### src/rtl/tdf_pkg.sv
`timescale 1ns / 1ps

package tdf_pkg;

   // Default width of the number to factor, in bits.
   localparam int WIDTH_DEFAULT = 64;

   // Width of a stream data bus that carries a field of the given width,
   // rounded up to whole bytes.
   function automatic int bus_width(input int field_width);
      return ((field_width + 7) / 8) * 8;
   endfunction

endpackage

### src/rtl/trial_division_factorizer_unit.sv
`timescale 1ns / 1ps

// Trial-division prime factorizer.
//
// The req_ stream carries one number to factor per item. The rsp_ stream returns
// its prime factors in nondecreasing order, one factor per item, followed by the
// remaining cofactor, which is 1 for a power of two or for an input of one.
// rsp_tlast marks the final item for a number. An input of zero gives a single
// item with value 0, rsp_tlast set and the zero-error flag in rsp_tuser set.
//
// One number is worked on at a time; req_tready is high only while the unit is
// idle. Each factor of two is stripped by a shift. Every trial of an odd divisor
// takes WIDTH steps of the shared restoring divider, which yields both the
// quotient and the remainder, and one decision step. The number of
// trials is data dependent: the divisor climbs to the larger of the second largest
// prime factor and the square root of the largest, so a large prime takes far longer.
//
// The result sits in an output register. While the receiver stalls, the unit
// holds at the point where it wants to emit its next item and resumes as soon
// as the register frees up. Synchronous reset returns the unit to idle and
// drops any result not yet taken.

module trial_division_factorizer_unit #(
   parameter int WIDTH = tdf_pkg::WIDTH_DEFAULT
) (
   input  logic                                   clock,
   input  logic                                   reset,
   // Number to factor.
   input  logic                                   req_tvalid,
   output logic                                   req_tready,
   input  logic [tdf_pkg::bus_width(WIDTH)-1:0]   req_tdata,   // number
   // Factors.
   output logic                                   rsp_tvalid,
   input  logic                                   rsp_tready,
   output logic [tdf_pkg::bus_width(WIDTH)-1:0]   rsp_tdata,   // factor_value
   output logic                                   rsp_tlast,   // last_factor
   output logic                                   rsp_tuser    // zero_error
);

   localparam int BUS_W = tdf_pkg::bus_width(WIDTH);
   // A trial divisor never exceeds the square root of the cofactor, plus two.
   localparam int DIV_W = (WIDTH + 1) / 2 + 1;
   localparam int CNT_W = $clog2(WIDTH);

   typedef enum logic [1:0] {
      ST_IDLE,
      ST_CHECK,
      ST_DIVIDE,
      ST_DECIDE
   } state_type;

   state_type              state_ff, state_in;
   logic [WIDTH-1:0]       cofactor_ff, cofactor_in;
   logic [DIV_W-1:0]       divisor_ff, divisor_in;
   logic [DIV_W-1:0]       rem_ff, rem_in;
   logic [WIDTH-1:0]       quo_ff, quo_in;
   logic [CNT_W-1:0]       step_ff, step_in;
   logic                   out_valid_ff, out_valid_in;
   logic [WIDTH-1:0]       out_value_ff, out_value_in;
   logic                   out_last_ff, out_last_in;
   logic                   out_err_ff, out_err_in;

   logic                   out_free;
   logic [DIV_W:0]         trial_rem;
   logic [DIV_W:0]         trial_diff;
   logic                   trial_fits;
   logic [WIDTH-1:0]       divisor_wide;

   // The output register can take a new item when it is empty or being drained.
   assign out_free = !out_valid_ff || rsp_tready;

   // One step of the restoring divider: bring down the next dividend bit and
   // subtract the divisor when it fits.
   assign trial_rem    = {rem_ff, quo_ff[WIDTH-1]};
   assign trial_diff   = trial_rem - {1'b0, divisor_ff};
   assign trial_fits   = (trial_rem >= {1'b0, divisor_ff});
   assign divisor_wide = WIDTH'(divisor_ff);

   always_comb begin
      state_in     = state_ff;
      cofactor_in  = cofactor_ff;
      divisor_in   = divisor_ff;
      rem_in       = rem_ff;
      quo_in       = quo_ff;
      step_in      = step_ff;
      out_valid_in = out_valid_ff && !rsp_tready;
      out_value_in = out_value_ff;
      out_last_in  = out_last_ff;
      out_err_in   = out_err_ff;

      case (state_ff)
         ST_IDLE: begin
            if (req_tvalid) begin
               cofactor_in = req_tdata[WIDTH-1:0];
               divisor_in  = DIV_W'(3);
               state_in    = ST_CHECK;
            end
         end
         ST_CHECK: begin
            if (cofactor_ff == '0) begin
               if (out_free) begin
                  out_valid_in = 1'b1;
                  out_value_in = '0;
                  out_last_in  = 1'b1;
                  out_err_in   = 1'b1;
                  state_in     = ST_IDLE;
               end
            end else if (!cofactor_ff[0]) begin
               // Strip one factor of two per cycle while the output register is free.
               if (out_free) begin
                  out_valid_in = 1'b1;
                  out_value_in = WIDTH'(2);
                  out_last_in  = 1'b0;
                  out_err_in   = 1'b0;
                  cofactor_in  = cofactor_ff >> 1;
               end
            end else begin
               rem_in   = '0;
               quo_in   = cofactor_ff;
               step_in  = CNT_W'(WIDTH - 1);
               state_in = ST_DIVIDE;
            end
         end
         ST_DIVIDE: begin
            rem_in  = trial_fits ? trial_diff[DIV_W-1:0] : trial_rem[DIV_W-1:0];
            quo_in  = {quo_ff[WIDTH-2:0], trial_fits};
            step_in = step_ff - CNT_W'(1);
            if (step_ff == '0) begin
               state_in = ST_DECIDE;
            end
         end
         ST_DECIDE: begin
            // The divisor exceeds the quotient exactly when its square exceeds
            // the cofactor, so what remains is prime or 1.
            if (divisor_wide > quo_ff) begin
               if (out_free) begin
                  out_valid_in = 1'b1;
                  out_value_in = cofactor_ff;
                  out_last_in  = 1'b1;
                  out_err_in   = 1'b0;
                  state_in     = ST_IDLE;
               end
            end else if (rem_ff == '0) begin
               // The divisor divides: emit it and try it again on the quotient.
               if (out_free) begin
                  out_valid_in = 1'b1;
                  out_value_in = divisor_wide;
                  out_last_in  = 1'b0;
                  out_err_in   = 1'b0;
                  cofactor_in  = quo_ff;
                  rem_in       = '0;
                  step_in      = CNT_W'(WIDTH - 1);
                  state_in     = ST_DIVIDE;
               end
            end else begin
               divisor_in = divisor_ff + DIV_W'(2);
               rem_in     = '0;
               quo_in     = cofactor_ff;
               step_in    = CNT_W'(WIDTH - 1);
               state_in   = ST_DIVIDE;
            end
         end
         default: begin
            state_in = ST_IDLE;
         end
      endcase
   end

   always_ff @(posedge clock) begin
      if (reset) begin
         state_ff     <= ST_IDLE;
         out_valid_ff <= 1'b0;
         divisor_ff   <= DIV_W'(3);
      end else begin
         state_ff     <= state_in;
         out_valid_ff <= out_valid_in;
         divisor_ff   <= divisor_in;
      end
      cofactor_ff  <= cofactor_in;
      rem_ff       <= rem_in;
      quo_ff       <= quo_in;
      step_ff      <= step_in;
      out_value_ff <= out_value_in;
      out_last_ff  <= out_last_in;
      out_err_ff   <= out_err_in;
   end

   assign req_tready = (state_ff == ST_IDLE);
   assign rsp_tvalid = out_valid_ff;
   assign rsp_tdata  = BUS_W'(out_value_ff);
   assign rsp_tlast  = out_last_ff;
   assign rsp_tuser  = out_err_ff;

   // A zero-error item is always the only and last item, with value zero.
   a_zero_err_last: assert property (@(posedge clock) disable iff (reset)
      rsp_tvalid && rsp_tuser |-> rsp_tlast && (out_value_ff == '0))
      else $error("zero-error item without last flag or with nonzero value");

   // Trial divisors stay odd, so even factors only come from the strip phase.
   a_divisor_odd: assert property (@(posedge clock) disable iff (reset)
      divisor_ff[0])
      else $error("trial divisor became even");

   // After the divide steps the remainder is below the divisor.
   a_rem_below_div: assert property (@(posedge clock) disable iff (reset)
      state_ff == ST_DECIDE |-> rem_ff < divisor_ff)
      else $error("divider remainder not reduced");

   // An accepted number keeps the unit busy in the following cycle.
   a_busy_after_accept: assert property (@(posedge clock) disable iff (reset)
      req_tvalid && req_tready |=> !req_tready && (state_ff == ST_CHECK))
      else $error("unit not busy after accepting a number");

   // Once the odd divisors are tried the cofactor is odd and nonzero.
   a_cofactor_odd: assert property (@(posedge clock) disable iff (reset)
      state_ff == ST_DIVIDE || state_ff == ST_DECIDE |-> cofactor_ff[0])
      else $error("cofactor even during trial division");

endmodule
### config.mk
export PLATFORM = sky130hd
export DESIGN_NAME = trial_division_factorizer_unit
export DESIGN_NICKNAME = d
export VERILOG_FILES = /design/src/rtl/tdf_pkg.sv /design/src/rtl/trial_division_factorizer_unit.sv
export SDC_FILE = /design/constraint.sdc
export NUM_CORES = 1
export LEC_CHECK = 0
export BUFFER_PORTS_ARGS = -buffer_cell sky130_fd_sc_hd__buf_2
export CAP_MARGIN = 15
export CORE_AREA = 2 2 182 184
export CTS_BUF_LIST = sky130_fd_sc_hd__clkbuf_16
export DETAILED_ROUTE_END_ITERATION = 16
export DIE_AREA = 0 0 184 186
export PLACE_DENSITY = 0.73
export SYNTH_ARGS = -nofsm -noshare
export SYNTH_HDL_FRONTEND = slang
export SYNTH_SLANG_ARGS = --single-unit
### constraint.sdc
create_clock -name clock -period 14.8 [get_ports clock]
set_input_delay 3.7 -clock clock [delete_from_list [all_inputs] [get_ports clock]]
set_output_delay 3.7 -clock clock [all_outputs]
set_load 0.02 [all_outputs]
Word-level counts from Yosys, hierarchy flattened --
Index checks and enable logic that the tools add are counted.
Word-level totals: word-level logic and storage cells 125, bits in registers 269, memory bits (writable) 0, output and inout port bits 68, memories kept 0, memory bits (read-only) 0, bits in latches 0, input bits 68
Operators by class: $lt $le $gt $ge 2, mux-type cells 68, div/mod/pow operators 0, multipliers 0, bitwise operators 0, equality and inequality tests 20, shifts and indexed selects 0, add/subtract/negate cells 3, reductions and logical operators 21
Operators with widths (number):
- $mux W64 | 19
- $pmux W64 S3 | 2
- $mux W33 | 9
- $pmux W64 S2 | 1
- $pmux W33 S3 | 1
- $pmux W33 S2 | 1
- $gt A33 B64 Y1 | 1
- $logic_not A64 Y1 | 1
- $ge A34 B33 Y1 | 1
- $add A33 B2 Y33 const B | 1
- $logic_not A33 Y1 | 1
- $sub A33 B33 Y33 | 1
- $mux W6 | 5
- $ne A2 B2 Y1 const B | 10
- $ne A3 B3 Y1 const B | 6
- $pmux W6 S3 | 1
- $mux W1 | 17
- $mux W2 | 8
- $reduce_and A4 Y1 | 3
- $reduce_and A6 Y1 | 2
- $reduce_and A5 Y1 | 2
- $pmux W2 S4 | 1
- $reduce_and A8 Y1 | 1
- $logic_not A6 Y1 | 1
- other kinds (12) | 18

Longest topological paths before layout --
Gate-level depths: netlist of run 1.
depth in word-level cells 6, gate-level depth with buffers 14, gate-level depth less buffers 12

Worst setup path after synthesis of run 1 --
OpenSTA, ideal clock, no wires.
path kind input port to flip-flop, start point input port req_tvalid, end point register cofactor_ff[10], enable pin, data required time 14295 ps, stages on the path 4, path slack 7198 ps, library setup time 505 ps, arrival time 7097 ps, path buffers 0, cells stage by stage nor2_1 > a211oi_1 > a21oi_1 > a21oi_1
On the way: cells in the longest elaborated chain, start to end 2
Ends and longest elaborated chain:
- start: declaration | RTL line trial_division_factorizer_unit.sv:29 | input logic req_tvalid,
- $ne A2 B2 Y1 (no source line)
- $reduce_and A8 Y1 (no source line)
- end signal: assignment | RTL line trial_division_factorizer_unit.sv:179 | cofactor_ff <= cofactor_in;
- end: declaration | RTL line trial_division_factorizer_unit.sv:53 | logic [WIDTH-1:0] cofactor_ff, cofactor_in;
No other way between the ends. A chain may end at the register's enable or synchronous reset.

Final worst setup path of run 1 --
start point register state_ff[0], end point output port req_tready
On the way: cells in the longest elaborated chain, start to end 1
Ends and longest elaborated chain:
- start: declaration | RTL line trial_division_factorizer_unit.sv:52 | state_type state_ff, state_in;
- start signal: assignment | RTL line trial_division_factorizer_unit.sv:175 | state_ff <= state_in;
- $logic_not A2 Y1 | RTL line trial_division_factorizer_unit.sv:188 | assign req_tready = (state_ff == ST_IDLE);
- end: declaration | RTL line trial_division_factorizer_unit.sv:30 | output logic req_tready,
No other way between the ends.

==> impl_metrics.json, run 1 <==
{
  "switching_share_pct": 38.00,
  "numCtsBuffers": 29,
  "setup_viol": 0,
  "holdCritPathClass": "reg2reg",
  "die_y_um": 186,
  "crit_family": "buffers and inverters",
  "critPathKind": "reg2out",
  "dp_hpwl_um": 30370,
  "async_reset_ff_share_pct": 0,
  "clk_pin_slew_ns": 0.06,
  "htree_num_levels": 1,
  "end_kind": "output port",
  "fin_nets": 1792,
  "status": "finished clean",
  "drive_above_1_share_pct": 12.85,
  "clock-root-buffer": "clkbuf_16",
  "crit_chain": "buf_4, nor2_1, buf_2",
  "clk_latency_ns": 0.57,
  "crit_slowest_cell": "buf_4",
  "relSlewSlack_pct": 24.73,
  "cp.required_ns": 11.10,
  "p_leak_nw": 6.470,
  "vias": 12634,
  "wl_um": 42820,
  "worstMarginPinSlew_ns": 1.129,
  "power.share.clock_pct": 22.9,
  "pin_count": 136,
  "die_w_um": 184,
  "core_sq_um": 32210,
  "synth_top_cells_by_count": "nand2_1, edfxtp_1, a21oi_1, nor2_1, inv_1",
  "cp.arrival_ns": 2.06,
  "cp-start-kind": "flip-flop",
  "drt.antenna.violating_nets": 0,
  "finClkSkew_ns": 0.01600,
  "synth_largest_area_cell": "edfxtp_1",
  "drc": 0,
  "worst-path-max-fanout": 80,
  "pre_cts_slack_ns": 9.122,
  "drt_first_pass_iters": 6,
  "setup_tns_ns": 0,
  "rows": 66,
  "synth_top_area_share_pct": 46.68,
  "area_growth_syn_to_layout_pct": 13.09,
  "path_buf_inv": 2,
  "place_congestion": 0.9325,
  "yosys.cell_types.count": 68,
  "min_period_ns": 5.764,
  "fin_crit_sh_pct": 38.94,
  "cts.repair.resized": 0,
  "viasPerCell": 6.071,
  "powerDensity_nw_per_um2": 181.5,
  "final_max_slew_viol_count": 0,
  "ys_top_cells_by_area": "edfxtp_1, nand2_1, ha_1",
  "irDropWorstVdd_mv": 0.1036,
  "ys.flop_type": "edfxtp_1",
  "yosysMostFrequentCell": "nand2_1",
  "max_stage_delay_ns": 0.62,
  "grt_max_degree": 87,
  "seq_power_share_pct": 42.9,
  "maxCapViolations": 0,
  "max_freq_mhz": 173.5,
  "cts.sinks": 269,
  "final.setup.worst_slack_ns": 9.036,
  "syn_area_sq_um": 14990,
  "final_util_pct": 52.63,
  "synth_edf_count": 233,
  "avgSynthCellArea_sq_um": 9.670,
  "fill_cells": 2872,
  "grt_pass1_wl_um": 65110,
  "gr-total-overflow": 0,
  "rsz0062_at_grt": "false",
  "first_global_vias": 11734,
  "power_switching_mw": 1.169,
  "diodes": 0,
  "wl_per_cell_um": 20.58,
  "ys_ff_latch": 269,
  "dieArea_sq_um": 34220,
  "synth_nets": 1688,
  "syn_inst": 1550,
  "cts_tree": "yes",
  "antenna_found_initial": 3,
  "grtUsageTotal_pct": 24.55,
  "yosysSeqAreaShare_pct": 51.49,
  "clock_path_buffers": 3,
  "yosys_warnings": 0,
  "port_buffers": 135,
  "comb_power_share_pct": 34.1,
  "drt_iter0_markers": 1507,
  "internal_power_mw": 1.907,
  "postCtsSetupRepairBufs": 0,
  "hold_viol": 0,
  "start_util_pct": 46.54,
  "holdBufCountCts": 0
}
worst register-to-register path, stage by stage, from the launching register on:
cell and delay, ns:
dfxtp_1 0.47, inv_1 0.19, ha_1 0.42, nand4_1 0.17
nor4_1 0.55, nor2_1 0.13, o31ai_1 0.65, o21ai_1 0.22
o21bai_1 0.28, o32a_2 0.95, nand2_1 0.45, o22ai_1 0.27
cell usage in the layout (no fill, tap or decap), types with 4 or more instances in the layout:
| cell type | n |
|---|---|
| a211oi_1 | 8 |
| a21boi_0 | 4 |
| a21o_1 | 24 |
| a21oi_1 | 150 |
| a22oi_1 | 62 |
| and2_1 | 37 |
| buf_2 | 135 |
| buf_4 | 16 |
| clkbuf_16 | 29 |
| clkinv_1 | 6 |
| dfxtp_1 | 34 |
| edfxtp_1 | 233 |
| ha_1 | 69 |
| inv_1 | 91 |
| mux2i_1 | 28 |
| nand2_1 | 252 |
| nand2b_1 | 8 |
| nand3_1 | 28 |
| nand4_1 | 20 |
| nor2_1 | 143 |
| nor2b_1 | 7 |
| nor3_1 | 21 |
| nor4_1 | 37 |
| o2111ai_1 | 6 |
| o211ai_1 | 9 |
| o21a_1 | 9 |
| o21ai_0 | 64 |
| o21bai_1 | 6 |
| o22ai_1 | 6 |
| o31ai_1 | 9 |
| or2_2 | 4 |
| or3_1 | 9 |
| or4_1 | 9 |
| xnor2_1 | 30 |
| xor2_1 | 11 |
layer usage:
metal | track usage, % | share of wire [%] | up-vias
met5 | 0 | 0.051 | -
met4 | 8.448 | 3.4 | 4
met3 | 3.698 | 8.5 | 98
met2 | 39.59 | 46 | 660
met1 | 33.89 | 42 | 6039
li1 | - | - | 5833
stage by stage:
| stage | cell area, sq um | instances | power [mW] | hold slack (ns) |
|---|---|---|---|---|
| floorplan | 14990 | 1550 | 2.040 | 0.4505 |
| global placement | 16040 | 2031 | 2.325 | 0.4986 |
| detailed placement | 16040 | 2031 | 2.357 | 0.5057 |
| CTS | 16950 | 2081 | 3.065 | 0.5192 |
| global route | 16950 | 2081 | 3.238 | 0.5570 |
| finish | 16950 | 2081 | 3.076 | 0.5276 |
registers in the layout, summed over array words and instances, names as in the netlist, named ones only:
signal       flops
rem_ff          33
rsp_tuser        1
rsp_tvalid       1
cofactor_ff     64
step_ff          6
divisor_ff      33
quo_ff          64
rsp_tdata       64
state_ff         2
power groups by stage:
stage,Sequential (mW),Clock [mW],Combinational [mW]
after floorplan,1.29,0,0.755
after global placement,1.33,0,0.999
after detailed placement,1.32,0,1.03
after CTS,1.31,0.712,1.04
after global routing,1.34,0.740,1.16
final,1.32,0.706,1.05
logic make-up after synthesis:
family | Yosys count | synth area share (%)
fa+ha+maj | 70 | 5.894
compound gates | 387 | 16.10
buf+inv | 161 | 4.199
simple gates | 593 | 17.97
xor+xnor | 41 | 2.396
flops | 269 | 51.49
mux | 29 | 1.945
final timing paths:
kind                                      from            end  slack (ns)  cells after the start
worst min register to register   divisor_ff[0]  divisor_ff[0]        0.53                      2
worst min-delay path             divisor_ff[0]  divisor_ff[0]        0.53                      2
worst max-delay path               state_ff[0]     req_tready        9.04                      3
worst max register to register  divisor_ff[12]     rem_ff[14]        9.87                     11
final cells by class:
cell class,count,area [sq um],area share [%]
Sequential cell,269,7722,45.56
Multi-Input combinational cell,1120,6703,39.54
Timing Repair Buffer,151,795.8,4.695
Clock buffer,29,725.7,4.281
Tap cell,408,510.5,3.012
Inverter,83,311.5,1.838
Clock inverter,21,181.4,1.070
(Power assumes the default switching activity.)
==> run 2, diff against run 1 <==
ABC_AREA = 1   (was default)
CORE_AREA = 2 2 189 191   (was 2 2 182 184)
DIE_AREA = 0 0 191 193   (was 0 0 184 186)
PLACE_DENSITY = 0.75   (was 0.73)
clock period = 5 ns   (was 14.8 ns; I/O delays follow)
==> run 2 against run 1 <==
Against the previous run: combinational power rose to 4.9 times the previous value; area after synthesis up 7.7%; sequential power rose to 3.5 times the previous value; clock skew up 0.019 ns; cell area rose by 7.4%; first-iteration DRC count grew 27%; synthesized cell count increased by 25%; sequential cell count is the same; highest routed layer is now met4.
==> impl_metrics.json, run 2 <==
{
  "status": "finished clean",
  "ys_ff_latch": 269,
  "clock_path_buffers": 3,
  "drive_above_1_share_pct": 12.80,
  "fin_nets": 2175,
  "yosysMostFrequentCell": "nand2_1",
  "synth-xor-area-share_pct": 2.116,
  "cp.depth": 16,
  "start_util_pct": 46.17,
  "cp.required_ns": 5.26,
  "final_area_sq_um": 18200,
  "grt_max_degree": 93,
  "syn_inst": 1930,
  "die_y_um": 193,
  "yosys.cell_types.count": 46,
  "yosysSeqAreaShare_pct": 47.81,
  "async_reset_ff_share_pct": 0,
  "synth_edf_count": 233,
  "cts.repair.resized": 0,
  "placed_cells_incl_taps": 2464,
  "gr-total-overflow": 0,
  "cp-start-kind": "flip-flop",
  "drc": 0,
  "synth_compound_area_share_pct": 12.17,
  "setup_viol": 0,
  "clock-root-buffer": "clkbuf_16",
  "ys.flop_type": "edfxtp_1",
  "reg2reg_setup_slack_ns": 1.34,
  "vias": 14706,
  "area_growth_syn_to_layout_pct": 12.77,
  "drt.antenna.violating_nets": 0,
  "synth_top_cells_by_count": "nand2_1, edfxtp_1, inv_1, nor2_1, nand3_1",
  "ys_top_cells_by_area": "edfxtp_1, nand2_1, ha_1",
  "min_period_ns": 3.659,
  "dp_hpwl_um": 36080,
  "synth_nets": 2068,
  "dieArea_sq_um": 36860,
  "cp.arrival_ns": 3.92,
  "yosys.area_share.adder_pct": 5.472,
  "hold_viol": 0,
  "crit_chain": "ha_1, nand2_1, inv_1, nand2_1, nand2_1, nand2_1, nand3_1, a21oi_1, nand2_1, nand2_1, nand2_2, nand3_2, buf_4, nand2_1, nor3_4, buf_12",
  "pin_count": 136,
  "drt_first_pass_iters": 6,
  "core_sq_um": 34960,
  "clk_pin_slew_ns": 0.06,
  "synth_mux_area_share_pct": 0,
  "r2r_cells": 16,
  "path_buf_inv": 3,
  "clk_latency_ns": 0.59,
  "p_total_mw": 11.84,
  "holdBufCountCts": 0,
  "layout_commonest_cell": "nand2_1",
  "p_leak_nw": 7.287,
  "maxCapViolations": 0,
  "viasPerCell": 5.829,
  "dpl_cell_area_sq_um": 17240,
  "relSlewSlack_pct": 23.98,
  "final_util_pct": 52.06,
  "synth-simple-area-share_pct": 24.77,
  "max_freq_mhz": 273.3,
  "htree_num_levels": 1,
  "synth_top_family_by_area": "simple AND/OR/NAND/NOR gates",
  "fin_crit_sh_pct": 73.19,
  "crit_family": "simple AND/OR/NAND/NOR gates",
  "worst_path_most_repeated_cell": "nand2_1",
  "max_stage_delay_ns": 0.63,
  "irDropWorstVdd_mv": 0.3764,
  "critPathKind": "reg2reg",
  "postCtsSetupRepairBufs": 0,
  "syn_area_sq_um": 16140,
  "rsz0062_at_grt": "false",
  "first_global_vias": 13728,
  "cts_tree": "yes",
  "holdCritPathClass": "reg2reg",
  "finalNonFillerCells": 2523,
  "final_cell_mix": "nand2_1, edfxtp_1, inv_1, nor2_1, nand3_1",
  "powerDensity_nw_per_um2": 650.5,
  "rows": 69,
  "grtUsageTotal_pct": 26.70,
  "numCtsBuffers": 31,
  "grt_pass1_wl_um": 76710,
  "crit_slowest_cell": "nor3_4",
  "synth_top_area_share_pct": 43.34,
  "cts.sinks": 269,
  "avgSynthCellArea_sq_um": 8.364,
  "synth_largest_area_cell": "edfxtp_1",
  "final_max_slew_viol_count": 0,
  "setup_tns_ns": 0,
  "wl_um": 49610,
  "holdPathStages": 2,
  "yosys_warnings": 0,
  "place_congestion": 0.9844,
  "antenna_found_initial": 0,
  "worstMarginPinSlew_ns": 1.140,
  "port_buffers": 135,
  "drt_iter0_markers": 1913,
  "diodes": 0,
  "wl_per_cell_um": 19.66,
  "die_w_um": 191,
  "end_kind": "flip-flop",
  "finClkSkew_ns": 0.03468,
  "worst-path-max-fanout": 36
}
run 2: changes by cell type in the layout (fill, tap and decap cells not counted), sizes merged, moves of 35 or more:
cell	change
a21oi	-35
a22oi	-62
and2	-39
inv	+140
nand2	+205
nand3	+111
nor2	+44
o211ai	+51
o21ai	+67
run 2: worst paths after layout:
path                                     start         endpoint
worst max register to register  divisor_ff[19]  cofactor_ff[10]
worst max-delay path            divisor_ff[19]  cofactor_ff[10]
worst min-delay path            divisor_ff[21]   divisor_ff[21]
worst min register to register  divisor_ff[21]   divisor_ff[21]
run 2: tightest hold or removal path: stages (launching register included):
cell and delay, ns:
dfxtp_1 0.35, nand2_1 0.08, a21oi_1 0.05
run 2: logic make-up (layout without fill, tap and decap cells):
| kind of cell | after synthesis | after routing |
|---|---|---|
| and+or+nand+nor | 905 | 905 |
| AOI/OAI and AO/OA | 342 | 342 |
| xor gates and xnor gates | 39 | 39 |
| adders and majority gates | 70 | 70 |
| buffers and inverters | 305 | 437 |
| DFF | 269 | 269 |
run 2: layout make-up:
cell class                 instances  area, sq um
clock inverter                    27        165.2
inverter                         225        844.6
fill                            3274        16760
clock buffer                      31        775.7
multi-input combinational       1356         7248
tap                              461        576.8
timing repair buffer             154        875.8
sequential                       269         7717
run 2: where the power goes:
part / switching (mW) / internal, mW
clock network: 0.947 / 1.18
registers: 0.732 / 3.83
logic: 3.66 / 1.49
total: 5.34 / 6.50
run 2: stage by stage:
step / hold slack [ns] / worst slack (ns)
final: 0.5245 / 1.341
after global placement: 0.4988 / 1.458
after detailed placement: 0.5173 / 1.448
after CTS: 0.5274 / 1.439
after global routing: 0.5518 / 1.087
after floorplan: 0.4567 / 0.1572
run 2: metal layers:
layer | global-route usage [%] | vias to the layer above | routed length (um)
met4 | 8.587 | 0 | 1588
met1 | 38.83 | 6873 | 21490
met5 | 0 | - | 0
li1 | - | 6822 | -
met3 | 3.747 | 111 | 5169
met2 | 41.19 | 900 | 21360
==> run 3, diff against run 2 <==
ABC_AREA = 0   (was 1)
CORE_AREA = 2 2 182 184   (was 2 2 189 191)
DIE_AREA = 0 0 184 186   (was 0 0 191 193)
PLACE_DENSITY = 0.73   (was 0.75)
clock period = 3.6 ns   (was 5 ns; I/O delays follow)
==> run 3 against run 2 <==
Against the previous run: count of clock-buffer cells in the layout unchanged; total power up 10%; sequential power up 19%; clock power up 48%; cell area down 4.3%; routed wire length down 14%; largest power group is now registers; register-to-register slack worse by 1.1 ns; fmax up 9.2%; critical path type unchanged; sequential share of layout area up 1.9 points; die area down 7.2%; clock skew down 0.020 ns; first-iteration DRC count down 26%.
==> impl_metrics.json, run 3 (same netlist as run 1, synthesis figures left out) <==
{
  "setup_viol": 0,
  "maxCapViolations": 0,
  "r2r_cells": 13,
  "setup_tns_ns": 0,
  "gr-total-overflow": 0,
  "cp-start-kind": "flip-flop",
  "min_period_ns": 3.352,
  "clk_latency_ns": 0.55,
  "finClkSkew_ns": 0.01498,
  "fin_crit_sh_pct": 93.10,
  "viasPerCell": 5.964,
  "reg2reg_setup_slack_ns": 0.25,
  "wl_um": 42840,
  "cp.arrival_ns": 3.73,
  "fill_cells": 2855,
  "wl_per_cell_um": 20.22,
  "start_util_pct": 46.54,
  "end_kind": "flip-flop",
  "worstMarginPinSlew_ns": 0.9407,
  "worst-path-max-fanout": 27,
  "status": "finished clean",
  "p_leak_nw": 6.693,
  "layout_commonest_cell": "nand2_1",
  "area_growth_syn_to_layout_pct": 16.21,
  "final.setup.worst_slack_ns": 0.2483,
  "numCtsBuffers": 30,
  "drt.antenna.violating_nets": 0,
  "port_buffers": 135,
  "p_total_mw": 13.05,
  "core_sq_um": 32210,
  "drc": 0,
  "grt_max_degree": 85,
  "r2r-start": "quo_ff[63]",
  "dp_hpwl_um": 30750,
  "cts_tree": "yes",
  "grt_pass1_wl_um": 65990,
  "cp.required_ns": 3.98,
  "rsz0062_at_grt": "false",
  "die_y_um": 186,
  "drt_first_pass_iters": 6,
  "fin_nets": 1825,
  "die_w_um": 184,
  "hold_viol": 0,
  "cts.sinks": 269,
  "holdPathStages": 2,
  "antenna_found_initial": 3,
  "vias": 12637,
  "grtUsageTotal_pct": 24.70,
  "r2r-end": "rem_ff[14]",
  "htree_num_levels": 1,
  "irDropWorstVdd_mv": 0.3981,
  "drt_iter0_markers": 1407,
  "relSlewSlack_pct": 37.29,
  "placed_cells_incl_taps": 2063,
  "holdBufCountCts": 0,
  "dieArea_sq_um": 34220,
  "finalNonFillerCells": 2119,
  "pin_count": 136,
  "rows": 66,
  "first_global_vias": 11833,
  "hold_end": "divisor_ff[0]",
  "final_util_pct": 54.08,
  "holdCritPathClass": "reg2reg",
  "worstHoldStart": "divisor_ff[0]",
  "pre_cts_slack_ns": 0.1138,
  "drive_above_1_share_pct": 15.15,
  "max_freq_mhz": 298.4,
  "final_max_slew_viol_count": 0,
  "place_congestion": 0.9182,
  "clock_path_buffers": 3,
  "clock-root-buffer": "clkbuf_16",
  "final_cell_mix": "nand2_1, edfxtp_1, a21oi_1, nor2_1, buf_2",
  "critPathKind": "reg2reg",
  "clk_pin_slew_ns": 0.07,
  "powerDensity_nw_per_um2": 749.1
}
## run 3: metrics by stage
step,area (sq um),hold WS (ns)
floorplan,15020,0.4505
global placement,16400,0.5168
detailed placement,16400,0.5331
CTS,17400,0.5455
global route,17420,0.5777
finish,17420,0.5515
## run 3: worst max path at each step
stage                     startpoint       endpoint  slack (ns)  cells past startpoint
after floorplan            quo_ff[9]      quo_ff[0]        0.01                     12
after global placement    quo_ff[63]     rem_ff[18]        0.28                     13
after detailed placement  quo_ff[63]      rem_ff[8]        0.11                     13
after CTS                 quo_ff[63]     rem_ff[14]        0.08                     13
after global routing      quo_ff[58]  rsp_tdata[18]        0.02                      9
final                     quo_ff[63]     rem_ff[14]        0.25                     13
## run 3: what timing repair did
action | CTS | global route
setup buffers | 0 | 0
resized for setup | 0 | 3
setup endpoints to repair | 0 | 33
## run 3: critical path, stage by stage (launching register included)
cell and delay (ns):
edfxtp_1 0.47, inv_1 0.11, ha_1 0.22, fa_1 0.40
nand2b_1 0.20, a21oi_2 0.21, nor4_1 0.09, o31ai_2 0.29
o21ai_1 0.14, o21bai_1 0.21, o32a_2 0.21, buf_12 0.22
nand2_1 0.16, o22ai_1 0.25
## run 3: routing by layer
| layer | vias up | track usage, % | part of all wire (%) |
|---|---|---|---|
| li1 | 5899 | - | - |
| met1 | 5991 | 35.03 | 42 |
| met2 | 632 | 37.55 | 45 |
| met3 | 111 | 4.226 | 8.9 |
| met4 | 4 | 10.11 | 4.1 |
| met5 | - | 0 | 0.051 |
## run 3: layout make-up
class	count	area, sq um	share of cell area (%)
diodes	1	2.502	0.01437
clock buffers	31	775.7	4.454
clock inverters	24	229.0	1.315
inverters	83	311.5	1.789
multi-input cells	1120	6730	38.64
flip-flops and latches	269	7722	44.34
well taps	408	510.5	2.931
repair buffers	183	1136	6.523
## run 3: report_power, final
part / internal (mW) / switching (mW) / leakage, nW
combinational: 1.68 / 2.79 / 3.69
sequential: 4.62 / 0.820 / 2.51
clock: 1.85 / 1.29 / 0.496
